## src/hdl/uer_pkg.sv

```systemverilog
// ----------------------------------------------------------------------------
// Ultrasonic echo ranger package
// Shared types, register codes and reset values for the ranger and its step
// logic.
// ----------------------------------------------------------------------------
package uer_pkg;

  // Number of sensor channels served by the block.
  localparam int CHANNELS = 4;
  localparam int CH_W     = 2;
  localparam int TICK_W   = 16;
  localparam int DIST_W   = 15;

  // Width of the input and output stream words.
  localparam int IN_TDATA_W  = 8;
  localparam int OUT_TDATA_W = 24;
  localparam int CFG_DATA_W  = 16;
  localparam int CFG_IDX_W   = 2;

  // Register reset values.
  localparam logic [7:0]  PRE_LOW_RST   = 8'd2;
  localparam logic [7:0]  TRIG_HIGH_RST = 8'd10;
  localparam logic [15:0] RISE_TO_RST   = 16'd10000;
  localparam logic [15:0] HIGH_TO_RST   = 16'd30000;

  // count*16/58 = count*8/29. floor(count*8/29) equals
  // floor(count*DIST_RECIP / 2^22) for every count up to 65536,
  // where DIST_RECIP = ceil(2^25 / 29).
  localparam int                 DIST_RECIP_W = 21;
  localparam logic [20:0]        DIST_RECIP   = 21'd1157050;
  localparam int                 DIST_SHIFT   = 22;

  typedef enum logic [CFG_IDX_W-1:0] {
    CFG_PRE_LOW   = 2'd0,
    CFG_TRIG_HIGH = 2'd1,
    CFG_RISE_TO   = 2'd2,
    CFG_HIGH_TO   = 2'd3
  } uer_cfg_idx_e;

  typedef enum logic [2:0] {
    PH_IDLE      = 3'd0,
    PH_PRE_LOW   = 3'd1,
    PH_TRIG_HIGH = 3'd2,
    PH_WAIT_RISE = 3'd3,
    PH_MEASURE   = 3'd4
  } uer_phase_e;

  typedef struct packed {
    logic [7:0]  pre_low;
    logic [7:0]  trig_high;
    logic [15:0] rise_to;
    logic [15:0] high_to;
  } uer_cfg_t;

  typedef struct packed {
    uer_phase_e        phase;
    logic [TICK_W-1:0] tick;
    logic [CH_W-1:0]   active;
  } uer_state_t;

  typedef struct packed {
    logic                start_req;
    logic [CH_W-1:0]     channel;
    logic [CHANNELS-1:0] echo_levels;
  } uer_item_t;

  typedef struct packed {
    logic [CHANNELS-1:0] trigger_levels;
    logic                busy_res;
    logic                done_res;
    logic                timed_out;
    logic [DIST_W-1:0]   distance_sixteenths;
    logic [CH_W-1:0]     result_channel;
  } uer_res_t;

endpackage

```

## src/hdl/ultrasonic_echo_ranger.sv

```systemverilog
// ----------------------------------------------------------------------------
// Ultrasonic echo ranger
// Trigger and echo timing for four pulse-echo range sensors, one tick a request.
// ----------------------------------------------------------------------------
// A request passes through the input register and then the result register.
// Throughput: one request per cycle, sustained, while the output side accepts.
// Reset (rst_ni low, asynchronous): both stages empty, phase idle, tick count
// and active channel zero, configuration registers at their default values.
module ultrasonic_echo_ranger (
  input  logic                               clk_i,
  input  logic                               rst_ni,
  // Configuration write port.
  input  logic                               cfg_we_i,
  input  logic [uer_pkg::CFG_IDX_W-1:0]      cfg_idx_i,
  input  logic [uer_pkg::CFG_DATA_W-1:0]     cfg_wdata_i,
  // Tick request stream.
  input  logic                               s_axis_tvalid,
  output logic                               s_axis_tready,
  // From bit 0: start_req, channel[1:0], echo_levels[3:0], one zero pad bit.
  input  logic [uer_pkg::IN_TDATA_W-1:0]     s_axis_tdata,
  // Result stream.
  output logic                               m_axis_tvalid,
  input  logic                               m_axis_tready,
  // From bit 0: trigger_levels[3:0], busy_res, done_res, timed_out,
  // distance_sixteenths[14:0], result_channel[1:0].
  output logic [uer_pkg::OUT_TDATA_W-1:0]    m_axis_tdata
);

  uer_pkg::uer_cfg_t   cfg_q;
  uer_pkg::uer_state_t state_q;
  uer_pkg::uer_state_t state_d;
  uer_pkg::uer_item_t  in_q;
  uer_pkg::uer_res_t   res;
  logic                in_vld_q;
  logic                out_vld_q;
  logic [uer_pkg::OUT_TDATA_W-1:0] out_q;
  logic                adv;

  // Configuration registers. Write them only while the block is idle; the block does not enforce it.
  always_ff @(posedge clk_i or negedge rst_ni) begin
    if (!rst_ni) begin
      cfg_q.pre_low   <= uer_pkg::PRE_LOW_RST;
      cfg_q.trig_high <= uer_pkg::TRIG_HIGH_RST;
      cfg_q.rise_to   <= uer_pkg::RISE_TO_RST;
      cfg_q.high_to   <= uer_pkg::HIGH_TO_RST;
    end else if (cfg_we_i) begin
      unique case (uer_pkg::uer_cfg_idx_e'(cfg_idx_i))
        uer_pkg::CFG_PRE_LOW:   cfg_q.pre_low   <= cfg_wdata_i[7:0];
        uer_pkg::CFG_TRIG_HIGH: cfg_q.trig_high <= cfg_wdata_i[7:0];
        uer_pkg::CFG_RISE_TO:   cfg_q.rise_to   <= cfg_wdata_i;
        uer_pkg::CFG_HIGH_TO:   cfg_q.high_to   <= cfg_wdata_i;
        default: ;
      endcase
    end
  end

  // The request in the input register is processed when the result register
  // is empty or is being drained in this cycle. The input register reloads in
  // the same cycle, so a request can be taken every cycle while results drain;
  // while a result waits for the downstream side, the input register holds.
  assign adv           = in_vld_q && (!out_vld_q || m_axis_tready);
  assign s_axis_tready = !in_vld_q || adv;

  always_ff @(posedge clk_i or negedge rst_ni) begin
    if (!rst_ni) begin
      in_vld_q <= 1'b0;
    end else if (s_axis_tready) begin
      in_vld_q <= s_axis_tvalid;
    end
  end

  always_ff @(posedge clk_i) begin
    if (s_axis_tready && s_axis_tvalid) begin
      in_q.start_req   <= s_axis_tdata[0];
      in_q.channel     <= s_axis_tdata[2:1];
      in_q.echo_levels <= s_axis_tdata[6:3];
    end
  end

  // Measurement state advances exactly once per processed request.
  uer_step u_step (
    .item_i  (in_q),
    .state_i (state_q),
    .cfg_i   (cfg_q),
    .state_o (state_d),
    .res_o   (res)
  );

  always_ff @(posedge clk_i or negedge rst_ni) begin
    if (!rst_ni) begin
      state_q.phase  <= uer_pkg::PH_IDLE;
      state_q.tick   <= '0;
      state_q.active <= '0;
    end else if (adv) begin
      state_q <= state_d;
    end
  end

  // Result register.
  always_ff @(posedge clk_i or negedge rst_ni) begin
    if (!rst_ni) begin
      out_vld_q <= 1'b0;
    end else if (adv) begin
      out_vld_q <= 1'b1;
    end else if (m_axis_tready) begin
      out_vld_q <= 1'b0;
    end
  end

  always_ff @(posedge clk_i) begin
    if (adv) begin
      out_q <= {res.result_channel, res.distance_sixteenths, res.timed_out,
                res.done_res, res.busy_res, res.trigger_levels};
    end
  end

  assign m_axis_tvalid = out_vld_q;
  assign m_axis_tdata  = out_q;

endmodule

```

## src/hdl/uer_step.sv

```systemverilog
// ----------------------------------------------------------------------------
// Ranger step logic
// Next state and result for one microsecond tick, purely combinational.
// ----------------------------------------------------------------------------
module uer_step (
  input  uer_pkg::uer_item_t  item_i,
  input  uer_pkg::uer_state_t state_i,
  input  uer_pkg::uer_cfg_t   cfg_i,
  output uer_pkg::uer_state_t state_o,
  output uer_pkg::uer_res_t   res_o
);

  logic                              level;
  logic                              done;
  logic                              fail;
  logic [uer_pkg::CH_W-1:0]          res_ch;
  logic [uer_pkg::TICK_W:0]          elapsed;
  logic [uer_pkg::TICK_W-1:0]        tick_inc;
  logic [uer_pkg::TICK_W+uer_pkg::DIST_RECIP_W:0] prod;
  uer_pkg::uer_state_t               nxt;

  assign level    = item_i.echo_levels[state_i.active];
  assign elapsed  = {1'b0, state_i.tick} + 17'd1;
  assign tick_inc = elapsed[uer_pkg::TICK_W-1:0];
  assign prod     = 38'(elapsed) * 38'(uer_pkg::DIST_RECIP);

  always_comb begin
    nxt    = state_i;
    done   = 1'b0;
    fail   = 1'b0;
    res_ch = '0;
    unique case (state_i.phase)
      uer_pkg::PH_IDLE: begin
        if (item_i.start_req) begin
          if (32'(item_i.channel) >= uer_pkg::CHANNELS) begin
            done   = 1'b1;
            fail   = 1'b1;
            res_ch = item_i.channel;
          end else begin
            nxt.active = item_i.channel;
            nxt.tick   = '0;
            nxt.phase  = (cfg_i.pre_low == 8'd0) ? uer_pkg::PH_TRIG_HIGH
                                                 : uer_pkg::PH_PRE_LOW;
          end
        end
      end
      uer_pkg::PH_PRE_LOW: begin
        nxt.tick = tick_inc;
        if (tick_inc >= {8'd0, cfg_i.pre_low}) begin
          nxt.phase = uer_pkg::PH_TRIG_HIGH;
          nxt.tick  = '0;
        end
      end
      uer_pkg::PH_TRIG_HIGH: begin
        nxt.tick = tick_inc;
        if (tick_inc >= {8'd0, cfg_i.trig_high}) begin
          nxt.phase = uer_pkg::PH_WAIT_RISE;
          nxt.tick  = '0;
        end
      end
      uer_pkg::PH_WAIT_RISE: begin
        if (level) begin
          nxt.phase = uer_pkg::PH_MEASURE;
          nxt.tick  = '0;
        end else if (elapsed > {1'b0, cfg_i.rise_to}) begin
          done = 1'b1;
          fail = 1'b1;
        end else begin
          nxt.tick = tick_inc;
        end
      end
      uer_pkg::PH_MEASURE: begin
        if (!level) begin
          done = 1'b1;
        end else if (elapsed > {1'b0, cfg_i.high_to}) begin
          done = 1'b1;
          fail = 1'b1;
        end else begin
          nxt.tick = tick_inc;
        end
      end
      default: begin
        nxt.phase = uer_pkg::PH_IDLE;
        nxt.tick  = '0;
      end
    endcase

    // A measurement that ends returns to idle and reports its channel.
    if (done && (nxt.phase != uer_pkg::PH_IDLE)) begin
      res_ch    = state_i.active;
      nxt.phase = uer_pkg::PH_IDLE;
      nxt.tick  = '0;
    end
  end

  assign state_o = nxt;

  always_comb begin
    res_o.trigger_levels = (nxt.phase == uer_pkg::PH_TRIG_HIGH)
                         ? (uer_pkg::CHANNELS'(1) << nxt.active) : '0;
    res_o.busy_res       = (nxt.phase != uer_pkg::PH_IDLE);
    res_o.done_res       = done;
    res_o.timed_out      = done && fail;
    res_o.distance_sixteenths = (done && !fail)
        ? prod[uer_pkg::DIST_SHIFT +: uer_pkg::DIST_W] : '0;
    res_o.result_channel = res_ch;
  end

endmodule

```

## config.mk

```make
export PLATFORM = sky130hd
export DESIGN_NAME = ultrasonic_echo_ranger
export DESIGN_NICKNAME = d
export VERILOG_FILES = /design/src/hdl/uer_pkg.sv /design/src/hdl/ultrasonic_echo_ranger.sv /design/src/hdl/uer_step.sv
export SDC_FILE = /design/constraint.sdc
export NUM_CORES = 1
export LEC_CHECK = 0
export ABC_AREA = 1
export BUFFER_PORTS_ARGS = -buffer_cell sky130_fd_sc_hd__buf_2
export CORE_MARGIN = 2
export CORE_UTILIZATION = 55
export CTS_BUF_LIST = sky130_fd_sc_hd__clkbuf_2 sky130_fd_sc_hd__clkbuf_4 sky130_fd_sc_hd__clkbuf_8
export DETAILED_ROUTE_END_ITERATION = 6
export GPL_TIMING_DRIVEN = 0
export PLACE_DENSITY = 0.73
export SETUP_SLACK_MARGIN = 0.05
export SLEW_MARGIN = 25
export SYNTH_ARGS = -nofsm -noshare
export SYNTH_HDL_FRONTEND = slang
export SYNTH_SLANG_ARGS = --single-unit
```

## constraint.sdc

```tcl
create_clock -name clk_i -period 7.2 [get_ports clk_i]
set_input_delay 0.36 -clock clk_i [delete_from_list [all_inputs] [get_ports clk_i]]
set_output_delay 0.36 -clock clk_i [all_outputs]
set_load 0.1 [all_outputs]
```

==> results.cfg, run 1 <==
[yosys]
synth_top_family_by_area = adder cells
ys.flop_type = dfrtp_1
muxShareOfSynthArea_pct = 0
syn_inst = 1512
synthDistinctLibCells = 42
syn-num-nets = 1853
ys_top_cells_by_area = ha_1, fa_1, inv_1
synth_sequential_area_ratio_pct = 21.9
synthAdderAreaFrac_pct = 38.2
yosys.area.top_type = ha_1
syn_area_sq_um = 12500
yosysWarnings = 0
avgSynthCellArea_sq_um = 8.23
synth-async-reset-ratio_pct = 69.6
yosys.area_share.xor_xnor_pct = 1.20
yosys.area_share.simple_pct = 17.4
yosysTopAreaCellShare_pct = 19.4
synth_seq_cells = 102
synth_edf_count = 31
synth-compound-area-share_pct = 8.72

[final_layout]
fin_area_sq_um = 13500
drive_gt1_share_pct = 10.7
area_delta_synth_final_pct = 8.66
stdcell_count = 1885
final_util_pct = 60.3
nets = 1936
n_antenna_cell = 0

[power_and_ir_drop]
leakagePower_nw = 7.56
power_w = 0.00230
p_int_w = 0.00119
clkPwrFrac_pct = 16.3
switching_share_pct = 48.1
pwr-share-comb_pct = 51.2
pwr-share-seq_pct = 32.5
ir_drop_mv = 0.135
power_switching_w = 0.00111
power_density_nw_per_um2 = 170

[cts]
cts_made_buffers = 9
clock_sinks = 102
insertion_delay_ns = 0.40
h-tree-depth = 3
cts_root_buf = clkbuf_8
clock_path_buffers = 2
path_clk_slew_ns = 0.12
cts_tree = yes

[hold_path]
hold_path_class = input pin to flop
holdPathStages = 1
min_from = s_axis_tdata[4]
min_to = in_q[1]$_DFFE_PP_

[timing]
holdWs_ns = 0.129
fin_skew_ns = 0.0237
rsz0062_at_grt = false
worst_pin_slew_ns = 0.763
post-route-min-period_ns = 6.76
finalMaxSlewViolations = 0
max_slew_margin_pct = 48.6
fin_crit_sh_pct = 93.9
finalSetupViolations = 0
clock.fmax_ghz = 0.148
hold_viol = 0

[worst_setup_path]
crit_path_end_kind = flop
r2r-end = m_axis_tdata[9]$_SDFFCE_PN0P_
cp.required_ns = 7.36
worstSetupPathType = flop to flop
critPathMostFrequentCell = fa_1
start_kind = flop
cp_slowest_cell = fa_1
critPathMaxStageDelay_ns = 0.57
rr_worst_depth = 25
cp_max_fo = 9
reg2reg_from = state_q[3]$_DFFE_PN0P_
critPathArrivalTime_ns = 6.92
regToRegSetupSlack_ns = 0.44

[drt]
vias_per_cell = 5.30
drcViolationCount = 0
vias = 9998
first_pass_iters = 7
antenna_left = 0
totalWireLength_um = 30500
wire_per_inst_um = 16.2
drt_iter0_drc = 596

[placed_design]
numPlacedInstances = 1853
dp_hpwl_um = 25500
gp_congestion = 0.934
dpl_cell_area_sq_um = 13100
port_buffers = 55

[floorplan]
core_area_sq_um = 22400
start_util_pct = 55.5
die_w_um = 154
ios = 57
die_y_um = 154
die_area_sq_um = 23900
fp-row-count = 55

[status]
status = complete, no violations

[global_routing]
grt_max_degree = 46
grt-ovfl-total = 0
track_usage_pct = 26.8
antenna_found_initial = 0
grt_pass1_wl_um = 50700
grt_pass1_vias = 10400

[job]
drv_cap = 0
-- synth_stat cells, types with 8 or more instances --
cell type and count:
nand4_1 34, ha_1 193, a21oi_1 69, clkbuf_1 9, dfstp_2 15, nand3_1 51, xor2_1 9, edfxtp_1 31
nor3_1 20, xnor2_1 8, fa_1 117, dfrtp_1 56, a31oi_1 10, o21ai_0 93, nand2_2 9, inv_1 391
nand2_1 241, nor2_1 87
-- power groups by stage --
stage / clock network, W / registers [W] / logic [W]
3_3_place_gp: 0 / 0.000758 / 0.00113
4_1_cts: 0.000382 / 0.000750 / 0.00117
2_1_floorplan: 0 / 0.000889 / 0.000746
3_5_place_dp: 0 / 0.000761 / 0.00116
6_report: 0.000376 / 0.000747 / 0.00118
5_1_grt: 0.000398 / 0.000759 / 0.00134
-- sequential cells by signal, indices dropped and copies added, names as in the netlist --
register and cells:
m_axis_tdata 24, cfg_q 48, in_q 7, m_axis_tvalid 1
in_vld_q 1, state_q 21
-- timing repair --
action	4_1_cts	5_1_grt
resized for setup	5	19
endpoints found under the setup margin	14	14
setup buffers	0	15
hold buffers	1	0
hold endpoints to repair	24	0
-- placed cells by master (no fill, tap or decap), types with 12 or more instances in the layout --
master and n:
a21oi_1 68, buf_2 56, buf_4 18, dfrtp_1 54, dfstp_2 15, edfxtp_1 31, fa_1 117, ha_1 190
inv_1 387, nand2_1 238, nand2_2 12, nand3_1 51, nand4_1 34, nor2_1 85, nor3_1 19, o21ai_0 92
-- stage by stage --
stage	setup WS, ns	TNS [ns]
after floorplan	0.899	0
after global placement	-0.549	-6.55
after detailed placement	-0.154	-0.960
after CTS	0.134	0
after global routing	0.0388	0
final	0.443	0
-- cell type report --
type,instances,area (sq um)
multi-input combinational,1002,8260
tap,285,357
buffer,16,92.6
inverter,392,1480
sequential,102,2730
timing repair buffer,72,420
clock buffer,10,131
fill,2064,8900
clock inverter,6,56.3
-- routing by layer --
layer  up-vias  part of all wire, %  track usage, %
met4         0                  3.3            8.77
met3        57                  3.2            2.24
met1      4753                   43            33.5
li1       4947                    -               -
met2       241                   50            49.1
met5         -                    0               0
-- kinds of logic after synthesis --
group,after synthesis
AO/OA/AOI/OAI,198
XOR/XNOR,17
adder cells (fa/ha/maj),310
buffers and inverters,408
flip-flops,102
AND/OR/NAND/NOR,477
-- worst max path at each step --
| stage | end | start | cells after the start | slack (ns) |
|---|---|---|---|---|
| 2_1_floorplan | m_axis_tdata[14]$_SDFFCE_PN0P_ | state_q[2]$_DFFE_PN0P_ | 25 | 0.90 |
| 3_3_place_gp | m_axis_tdata[12]$_SDFFCE_PN0P_ | state_q[2]$_DFFE_PN0P_ | 27 | -0.55 |
| 3_5_place_dp | m_axis_tdata[12]$_SDFFCE_PN0P_ | state_q[2]$_DFFE_PN0P_ | 27 | -0.15 |
| 4_1_cts | m_axis_tdata[18]$_SDFFCE_PN0P_ | state_q[3]$_DFFE_PN0P_ | 26 | 0.13 |
| 5_1_grt | m_axis_tdata[14]$_SDFFCE_PN0P_ | state_q[3]$_DFFE_PN0P_ | 27 | 0.04 |
| 6_report | m_axis_tdata[9]$_SDFFCE_PN0P_ | state_q[3]$_DFFE_PN0P_ | 25 | 0.44 |
-- critical path, delay by kind of cell (launching register included) --
| family | cells | cell delay, ns |
|---|---|---|
| flops | 1 | 0.50 |
| buf+inv | 4 | 0.22 |
| simple gates | 7 | 1.16 |
| xor+xnor | 1 | 0.15 |
| fa+ha+maj | 9 | 3.80 |
| compound gates | 4 | 0.68 |
No activity file was read; power rests on OpenSTA's default activity.
==> run 2: changes to the inputs <==
Settings changed: CORE_UTILIZATION 55 to 50, CTS_BUF_LIST sky130_fd_sc_hd__clkbuf_2 sky130_fd_sc_hd__clkbuf_4 sky130_fd_sc_hd__clkbuf_8 to sky130_fd_sc_hd__clkbuf_8, PLACE_DENSITY 0.73 to 0.67.
==> run 2 against run 1 <==
Effect of this change:
- sequential power barely moved
- setup slack worse by 0.031 ns
- maximum frequency fell by 0.46%
- total power increased by 1.5%
- sequential cell count is the same
- non-clock buffer count stayed put
- register-to-register slack worse by 0.03 ns
- clock-buffer cell count is 1 lower
- largest cell class unchanged
- highest routed layer unchanged
==> results.cfg, run 2 (synthesis results as in run 1) <==
[floorplan]
die_w_um = 162
die_area_sq_um = 26200
start_util_pct = 51.0
die_y_um = 162
ios = 57
core_area_sq_um = 24400
fp-row-count = 57

[placed_design]
dpl_cell_area_sq_um = 13200
dp_hpwl_um = 25600
gp_congestion = 0.956
port_buffers = 55

[final_layout]
nets = 1936
final_cell_mix = inv_1, nand2_1, ha_1
regMostFlops = cfg_q
drive_gt1_share_pct = 10.3
largest_reg_flops = 48
fin_area_sq_um = 13600
n_antenna_cell = 0
layout_commonest_cell = inv_1
area_delta_synth_final_pct = 9.17
final_util_pct = 55.7

[global_routing]
grt_pass1_wl_um = 50000
grt-ovfl-total = 0
grt_max_degree = 47
antenna_found_initial = 0
track_usage_pct = 24.3
grt_pass1_vias = 10100

[status]
status = complete, no violations

[cts]
insertion_delay_ns = 0.40
cts_tree = yes
h-tree-depth = 3
clock_path_buffers = 2
clock_sinks = 102
cts_made_buffers = 9
path_clk_slew_ns = 0.12
cts_root_buf = clkbuf_8

[hold_path]
hold_path_class = input pin to flop
min_to = in_q[0]$_DFFE_PP_
holdPathStages = 1
min_from = s_axis_tdata[3]

[drt]
vias_per_cell = 5.16
first_pass_iters = 4
totalWireLength_um = 30600
vias = 9924
drt_iter0_drc = 511
drcViolationCount = 0
wire_per_inst_um = 15.9
antenna_left = 0

[timing]
post-route-min-period_ns = 6.79
hold_viol = 0
finalMaxSlewViolations = 0
holdWs_ns = 0.124
finalSetupViolations = 0
worst_pin_slew_ns = 0.827
max_slew_margin_pct = 44.3
clock.fmax_ghz = 0.147
fin_skew_ns = 0.0220
fin_crit_sh_pct = 94.3
rsz0062_at_grt = false

[worst_setup_path]
start_kind = flop
cp_max_fo = 7
rr_worst_depth = 29
worstSetupPathType = flop to flop
critPathMostFrequentCell = nand2_1
crit_path_end_kind = flop
reg2reg_from = state_q[2]$_DFFE_PN0P_
critPathMaxStageDelay_ns = 0.55
r2r-end = m_axis_tdata[21]$_SDFFCE_PN0P_
critPathArrivalTime_ns = 6.95
cp.required_ns = 7.37
cp_slowest_cell = fa_1
regToRegSetupSlack_ns = 0.41

[power_and_ir_drop]
power_density_nw_per_um2 = 172
power_w = 0.00234
p_int_w = 0.00123
leakagePower_nw = 7.58
clkPwrFrac_pct = 17.6
pwr-share-comb_pct = 50.5
switching_share_pct = 47.5
power_switching_w = 0.00111
ir_drop_mv = 0.141
pwr-share-seq_pct = 31.9

[job]
drv_cap = 0
[run 2: power groups by stage]
stage / clock, W / combinational [W] / sequential, W
2_1_floorplan: 0 / 0.000746 / 0.000889
3_3_place_gp: 0 / 0.00114 / 0.000758
4_1_cts: 0.000418 / 0.00117 / 0.000749
3_5_place_dp: 0 / 0.00116 / 0.000760
6_report: 0.000410 / 0.00118 / 0.000746
5_1_grt: 0.000436 / 0.00133 / 0.000758
[run 2: metrics by stage]
| stage | std cells | setup TNS, ns | worst slack (ns) |
|---|---|---|---|
| global placement | 1891 | -6.71 | -0.573 |
| finish | 1924 | 0 | 0.412 |
| floorplan | 1512 | 0 | 0.899 |
| global route | 1924 | 0 | 0.0499 |
| detailed placement | 1892 | -1.33 | -0.192 |
| CTS | 1909 | 0 | 0.0513 |
[run 2: worst max path at each step]
stage,from,endpoint
4_1_cts,state_q[3]$_DFFE_PN0P_,m_axis_tdata[11]$_SDFFCE_PN0P_
6_report,state_q[2]$_DFFE_PN0P_,m_axis_tdata[21]$_SDFFCE_PN0P_
3_3_place_gp,state_q[2]$_DFFE_PN0P_,m_axis_tdata[21]$_SDFFCE_PN0P_
3_5_place_dp,state_q[2]$_DFFE_PN0P_,m_axis_tdata[21]$_SDFFCE_PN0P_
2_1_floorplan,state_q[2]$_DFFE_PN0P_,m_axis_tdata[14]$_SDFFCE_PN0P_
5_1_grt,state_q[2]$_DFFE_PN0P_,m_axis_tdata[21]$_SDFFCE_PN0P_
[run 2: repair_timing]
action / CTS / global route
hold buffers: 1 / 0
setup buffers: 0 / 15
endpoints found under the hold margin: 23 / 0
endpoints found under the setup margin: 14 / 15
pin swaps: 0 / 1
gates resized for setup: 3 / 16
cloned: 0 / 0
[run 2: worst max-delay path: cells and delay by family, from the launching register on]
| kind | cells | cell delay (ns) |
|---|---|---|
| AO/OA/AOI/OAI | 5 | 0.72 |
| AND/OR/NAND/NOR | 10 | 1.32 |
| buffers and inverters | 6 | 0.51 |
| adder cells (fa/ha/maj) | 8 | 3.58 |
| flip-flops | 1 | 0.42 |
[run 2: routing by layer]
layer | routed length, um | vias to the layer above | GRT usage, %
li1 | - | 4951 | -
met2 | 14900 | 225 | 42.7
met5 | 0 | - | 0
met4 | 1380 | 0 | 10.5
met1 | 13300 | 4683 | 30.4
met3 | 1010 | 65 | 2.58
[run 2: final cells by class]
type / count / area (sq um)
fill: 2322 / 10800
multi-input combinational: 1002 / 8240
sequential: 102 / 2730
inverter: 392 / 1480
timing repair buffer: 72 / 428
tap: 324 / 405
clock buffer: 9 / 124
clock inverter: 7 / 92.6
buffer: 16 / 92.6
==> run 3: changes to the inputs <==
Settings changed: CAP_MARGIN from default to 20, MAX_ROUTING_LAYER from default to met4, REMOVE_ABC_BUFFERS from default to 1.
==> run 3 against run 2 <==
Effect of this change:
- via count down 0.51%
- final cell count down 0.83%
- hold slack better by 0.00052 ns
- die area unchanged
- first-iteration DRC count up 32%
- critical path type unchanged
- non-clock buffer count down 16
- largest power group unchanged
- critical endpoint is now m_axis_tdata[13]$_SDFFCE_PN0P_
- global-route usage up 0.56 points
- setup slack worse by 0.016 ns
- final area down 0.79%
==> results.cfg, run 3 (synthesis results as in run 1) <==
[worst_setup_path]
critical_path.top_delay_family = adder cells
cp_slowest_cell = fa_1
worstSetupPathType = flop to flop
critPathArrivalTime_ns = 6.97
reg2reg_from = state_q[2]$_DFFE_PN0P_
critPathMostFrequentCell = inv_1
start_kind = flop
crit_start = state_q[2]$_DFFE_PN0P_
critPathMaxStageDelay_ns = 0.57
crit_path_end_kind = flop
cp.required_ns = 7.36
path_buf_inv = 7
cp_max_fo = 6

[drt]
drcViolationCount = 0
vias_per_cell = 5.17
totalWireLength_um = 30200
first_pass_iters = 5
drt_iter0_drc = 675
vias = 9873
antenna_left = 0
wire_per_inst_um = 15.8

[power_and_ir_drop]
power_density_nw_per_um2 = 169
leakagePower_nw = 7.53
ir_drop_mv = 0.125

[floorplan]
die_area_sq_um = 26200
die_w_um = 162
ios = 57
start_util_pct = 51.0
fp-row-count = 57
die_y_um = 162
core_area_sq_um = 24400

[final_layout]
largest_reg_flops = 48
final_util_pct = 55.3
layout_commonest_cell = inv_1
n_antenna_cell = 0
regMostFlops = cfg_q
area_delta_synth_final_pct = 8.30
drive_gt1_share_pct = 10.2
final_cell_mix = inv_1, nand2_1, ha_1
nets = 1920

[timing]
fin_crit_sh_pct = 94.5
post-route-min-period_ns = 6.80
hold_viol = 0
fin_skew_ns = 0.0272
rsz0062_at_grt = false
finalMaxSlewViolations = 0
worst_slack_ns = 0.395
finalSetupViolations = 0
worst_pin_slew_ns = 0.803
clock.fmax_ghz = 0.147
max_slew_margin_pct = 45.9

[hold_path]
min_from = s_axis_tdata[1]
hold_path_class = input pin to flop

[cts]
cts_tree = yes
h-tree-depth = 3
clock_path_buffers = 2
cts_root_buf = clkbuf_8
cts_made_buffers = 9
path_clk_slew_ns = 0.13
clock_sinks = 102
insertion_delay_ns = 0.41

[global_routing]
grt_pass1_vias = 10100
grt-ovfl-total = 0
grt_max_degree = 49
track_usage_pct = 24.8
antenna_found_initial = 0
grt_pass1_wl_um = 49800

[placed_design]
gp_congestion = 0.992
dp_hpwl_um = 25100
port_buffers = 55
dpl_worst_slack_ns = -0.319

[job]
drv_cap = 0

[status]
status = complete, no violations
==> run 3: metrics by stage <==
| step | cell area, sq um | TNS, ns | std cells | hold WS, ns | power (W) |
|---|---|---|---|---|---|
| after global placement | 13000 | -9.64 | 1875 | 0.468 | 0.00186 |
| final | 13500 | 0 | 1908 | 0.124 | 0.00228 |
| after CTS | 13300 | 0 | 1893 | 0.109 | 0.00228 |
| after floorplan | 12400 | 0 | 1496 | 0.0644 | 0.00161 |
| after global routing | 13500 | 0 | 1908 | 0.0990 | 0.00247 |
| after detailed placement | 13100 | -3.33 | 1876 | 0.301 | 0.00188 |
==> run 3: path summary, 6_finish.rpt <==
kind / to / cells after the start / slack (ns)
setup / recovery: m_axis_tdata[13]$_SDFFCE_PN0P_ / 26 / 0.40
hold / removal: in_q[4]$_DFFE_PP_ / 1 / 0.12
setup reg to reg: m_axis_tdata[13]$_SDFFCE_PN0P_ / 26 / 0.40
hold reg to reg: cfg_q[15]$_DFFE_PN0P_ / 2 / 0.49
max in group asynchronous: cfg_q[24]$_DFFE_PN1P_ / 3 / 6.18
min in group asynchronous: state_q[0]$_DFFE_PN0P_ / 2 / 0.40
==> run 3: area by class of cell <==
cell class              instances  area, sq um
fillers                      2312        10900
multi-input cells            1002         8250
flip-flops and latches        102         2730
inverters                     392         1480
repair buffers                 72          428
well taps                     324          405
clock buffers                   9          124
clock inverters                 7         63.8
==> run 3: report_power, final <==
group / leakage, nW / internal [W] / switching, W / total, W
sequential: 1.18 / 0.000698 / 0.0000500 / 0.000748
clock: 0.101 / 0.000136 / 0.000251 / 0.000387
combinational: 6.25 / 0.000341 / 0.000803 / 0.00114
==> run 3: layer usage <==
layer  vias up  routed length, um  global-route usage, %
li1       4911                  -                      -
met1      4696              13300                   30.2
met2       208              14900                   42.7
met3        58                973                   2.99
met4         0               1110                   9.17
met5         -                  0                      -
==> run 3: worst reg2reg max path: stages, from the launching register on <==
cell and delay, ns:
dfrtp_4 0.54, ha_1 0.26, nand2_2 0.13, nor2_1 0.09, or2_2 0.27, nand2_1 0.28, clkinvlp_4 0.24, ha_1 0.41
inv_1 0.08, fa_1 0.48, fa_1 0.50, fa_1 0.50, inv_1 0.06, fa_1 0.53, inv_1 0.05, fa_1 0.57
inv_1 0.06, ha_1 0.34, a21oi_1 0.15, inv_1 0.07, a31oi_1 0.24, o21ai_0 0.13, a21oi_1 0.13, nand2_1 0.15
xor2_1 0.19, inv_1 0.07, nor2_1 0.04
==> run 3: what timing repair did <==
item                                    in CTS  in global routing
gates cloned                                 0                  0
buffers inserted                             0                 15
resized for setup                            4                 14
hold endpoints to repair                    23                  0
hold buffers                                 1                  0
endpoints found under the setup margin      15                 15
